<file path="src/hw/rtl/dcache_pkg.sv">
`timescale 1ns / 1ps
// shared types, constants and codes of the data cache
// no dependencies
package dcache_pkg;

  parameter int unsigned STORE_WORDS_DEF = 1024;
  parameter int unsigned CACHE_WORDS     = 16;
  parameter int unsigned CACHE_AW        = $clog2(CACHE_WORDS);
  parameter int unsigned LINE_SLOTS      = 4;
  parameter int unsigned SLOT_W          = 2;
  parameter int unsigned TAG_W           = 6;
  parameter int unsigned CFG_IDX_W       = 1;
  parameter int unsigned CFG_DATA_W      = 10;
  parameter int unsigned BASE_W          = 10;
  parameter int unsigned INDEX_W         = 10;
  parameter int unsigned WORD_W          = 32;
  parameter logic [31:0] MISS_PENALTY    = 32'd50;

  typedef enum logic {
    OP_LOAD  = 1'b0,
    OP_WRITE = 1'b1
  } op_t;

  typedef enum logic [CFG_IDX_W-1:0] {
    CFG_ASSOC_MODE = 1'b0,
    CFG_STORE_BASE = 1'b1
  } cfg_reg_t;

  typedef enum logic [2:0] {
    ST_IDLE,
    ST_LOOKUP,
    ST_FILL,
    ST_READ,
    ST_DONE
  } state_t;

  typedef struct packed {
    logic capture;
    logic lookup;
    logic fill_step;
    logic read;
    logic load_out;
  } cmd_t;

  typedef struct packed {
    logic is_write;
    logic need_fill;
    logic fill_done;
    logic out_free;
  } status_t;

endpackage

</file>
<file path="src/hw/rtl/dcache_ctrl.sv">
`timescale 1ns / 1ps
// sequencer of the data cache: lookup, line fill, word read, result hand-off
// depends on dcache_pkg
module dcache_ctrl (
  input  logic                clk,
  input  logic                rst,
  input  logic                in_valid,
  output logic                in_ready,
  input  dcache_pkg::status_t status,
  output dcache_pkg::cmd_t    cmd
);

  dcache_pkg::state_t state, state_next;

  always_ff @(posedge clk) begin
    if (rst) begin
      state <= dcache_pkg::ST_IDLE;
    end else begin
      state <= state_next;
    end
  end

  always_comb begin
    state_next = state;
    in_ready   = 1'b0;
    cmd        = '0;
    case (state)
      dcache_pkg::ST_IDLE: begin
        in_ready = 1'b1;
        if (in_valid) begin
          cmd.capture = 1'b1;
          state_next  = dcache_pkg::ST_LOOKUP;
        end
      end
      dcache_pkg::ST_LOOKUP: begin
        cmd.lookup = 1'b1;
        if (status.is_write) begin
          state_next = dcache_pkg::ST_DONE;
        end else if (status.need_fill) begin
          state_next = dcache_pkg::ST_FILL;
        end else begin
          state_next = dcache_pkg::ST_READ;
        end
      end
      dcache_pkg::ST_FILL: begin
        cmd.fill_step = 1'b1;
        if (status.fill_done) begin
          state_next = dcache_pkg::ST_READ;
        end
      end
      dcache_pkg::ST_READ: begin
        cmd.read   = 1'b1;
        state_next = dcache_pkg::ST_DONE;
      end
      dcache_pkg::ST_DONE: begin
        if (status.out_free) begin
          cmd.load_out = 1'b1;
          state_next   = dcache_pkg::ST_IDLE;
        end
      end
      default: begin
        state_next = dcache_pkg::ST_IDLE;
      end
    endcase
  end

endmodule

</file>
<file path="config.mk">
export PLATFORM = sky130hd
export DESIGN_NAME = dcache_ctrl
export DESIGN_NICKNAME = d
export VERILOG_FILES = /design/src/hw/rtl/dcache_pkg.sv /design/src/hw/rtl/dcache_ctrl.sv
export SDC_FILE = /design/constraint.sdc
export NUM_CORES = 1
export LEC_CHECK = 0
export BUFFER_PORTS_ARGS = -buffer_cell sky130_fd_sc_hd__buf_2
export CORE_AREA = 2 2 39 41
export DETAILED_ROUTE_END_ITERATION = 8
export DIE_AREA = 0 0 41 43
export GPL_TIMING_DRIVEN = 0
export HOLD_SLACK_MARGIN = 0.05
export PLACE_DENSITY = 0.45
export REMOVE_ABC_BUFFERS = 1
export SETUP_SLACK_MARGIN = 0.05
export SLEW_MARGIN = 20
export SYNTH_ARGS = -nofsm -noshare
export SYNTH_HDL_FRONTEND = slang
export SYNTH_SLANG_ARGS = --single-unit
</file>
<file path="constraint.sdc">
create_clock -name clk -period 2.2 [get_ports clk]
set_clock_uncertainty 0.15 [all_clocks]
set_input_delay 0.33 -clock clk [delete_from_list [all_inputs] [get_ports clk]]
set_output_delay 0.33 -clock clk [all_outputs]
set_load 0.01 [all_outputs]
</file>
==> summary.txt <==
Status -> finished clean
CP arrival -> 1.15 ns
Clock latency on the worst-skew pair -> 0.23 ns
Die ar. -> 1760 µm²
HP Start -> rst
Part of the cycle the worst path needs -> 74.0%
Tot Pwr -> 210 µW
Placed Cells -> 49
Critical path required time -> 1.72 ns
Worst-path clk slew -> 0.04 ns
Hold crit path type -> in2reg
FILL cells -> 158
Top Registers -> state: 3 flops
CP Max Fanout -> 9
Layout cells sized above 1 -> 48.6%
# setup viols final -> 0
Final #Nets -> 45
Diode count -> 0
Max Cap Viol -> 0
Unique masters post-synth -> 18
First-pass GRT wire length -> 641 µm
Area grow syn2layout -> 36.2%
Critical Path Start Type -> register
CTS buffer count -> 3
Fin. Hold Viols -> 0
First DRT Iteration DRCs -> 2
Yosys reg bits -> 3
DR vias -> 209
Initial Util -> 15.7%
# DRC -> 0
CTS max path bufs -> 2
Hold buffers post-CTS -> 0
Fin area -> 297 µm²
Pwr Density -> 709 nW/µm²
Cells after synthesis -> 24
Ys async rst share -> 0%
Crit Reg-Reg Endpoint -> state[2]
Total grt overflow -> 0
Total number of yosys warnings -> 0
Hold Crit Depth -> 2
Port Buffers -> 12
Worst Setup End Kind -> primary output
# IOs -> 13
Slew Viols, Final -> 0
Vias in the first global route -> 154
Drt wl/cell -> 8.43 µm
Rows -> 14
Hold Path Sink -> state[2]
H-tree depth -> 1
Die Height -> 43 µm
Largest Register -> state
Ys flop type -> dfxtp_1
Crit path kind -> reg2out
Syn avg cell area -> 9.07 µm²
Die width -> 41 µm
Relative slew margins -> 78.3%
Clk Tree Root Cell -> clkbuf_4
Cell area after synthesis -> 218 µm²
Tightest Pin Transition -> 0.325 ns
Register area share after synthesis -> 27.6%
Vias per cell -> 3.94
Routed WL -> 447 µm
Core area -> 1380 µm²
Placer Congestion -> 0.577
RSZ-0062 raised after global routing -> no
Drt pass-1 iters -> 4
Setup slack, reg-to-reg -> 0.94 ns
Gr usage total -> 5.91%
Worst flop-to-flop path startpoint -> state[1]
Final TNS setup -> 0 ns
Clk sink count -> 3
Max Clk Rate -> 614 MHz
Peak supply drop -> 0.218 mV
ANT nets after route -> 0
Worst r2r path cells -> 3
Dpl cell area -> 270 µm²
Post-synth EDFFs -> 0
Initial antenna violation count -> 0
Setup Fix Bufs, Post-CTS -> 0
TritonCTS clock tree -> built
Post-CTS sizing -> 0
Pin count of the biggest net entering global routing -> 11
Leakage -> 0.136 nW
Non-filler cells, final -> 53
Min Tclk post-route -> 1.63 ns
Largest register FFs -> 3
-- per-stage QoR --
stage | utilization (%) | hold WS (ns) | setup WS [ns]
finish | 21.4 | 0.149 | 0.572
global route | 21.4 | 0.130 | 0.486
CTS | 21.4 | 0.140 | 0.562
detailed placement | 19.5 | 0.388 | 0.815
global placement | 19.5 | 0.394 | 0.816
floorplan | - | 0.242 | 0.779
-- placed cells by master (no fill, tap or decap) --
master     count
buf_2         12
clkbuf_4       3
dfxtp_1        3
nor3b_1        2
nor3_1         2
nor2_1         2
and3b_1        1
and2_1         1
and3_1         1
nand2b_1       1
nor2b_1        1
a211oi_1       1
a2111oi_2      1
nor2_2         1
mux2i_1        1
or3b_1         1
nand3b_1       1
a21oi_2        1
clkbuf_1       1
-- Yosys cell counts (2+ instances only) --
| library cell | number | area [µm²] |
|---|---|---|
| buf_6 | 2 | 22.5 |
| nor3_1 | 2 | 10.0 |
| dfxtp_1 | 3 | 60.1 |
| nor2_1 | 2 | 7.51 |
| nor3b_1 | 2 | 15.0 |
-- final cells by class --
class,instances,area (µm²),share of cell area [%]
clock buffers,4,26.3,8.86
multi-input cells,18,130,43.9
flip-flops and latches,3,60.1,20.3
well taps,16,20.0,6.75
repair buffers,12,60.1,20.3
-- cell families (layout without fill, tap and decap cells) --
family          Yosys count  count (layout)  share of synthesized area [%]
simple gates             14              14                           40.8
compound gates            3               3                           14.4
flops                     3               3                           27.6
buf+inv                   3              16                           12.6
mux                       1               1                           4.60
-- worst max-delay path, cell delays in order, from the launching register on --
cell and delay (ns):
dfxtp_1 0.49, nor2_1 0.10, and3_1 0.19, buf_2 0.13
-- layer usage --
layer,up-vias,global-route usage [%],wire [µm]
li1,111,-,-
met1,91,7.32,230
met2,7,5.63,168
met3,0,6.28,48
met4,0,4.00,0
met5,-,0,0
-- worst max path at each step --
stage / from / to / slack (ns) / depth (start not counted)
floorplan: state[1] / cmd[4] / 0.78 / 2
global placement: state[1] / cmd[0] / 0.82 / 3
detailed placement: state[1] / cmd[0] / 0.82 / 3
CTS: state[1] / cmd[0] / 0.56 / 3
global route: state[0] / cmd[3] / 0.49 / 2
finish: state[1] / cmd[0] / 0.57 / 3
-- power by group --
group	leakage [nW]	switching (mW)	internal, mW
registers	0.0246	0.0110	0.0592
clock network	0.0150	0.0283	0.0680
logic	0.0960	0.0195	0.0242
total	0.136	0.0588	0.151
Power figures use the tool's default switching activity.
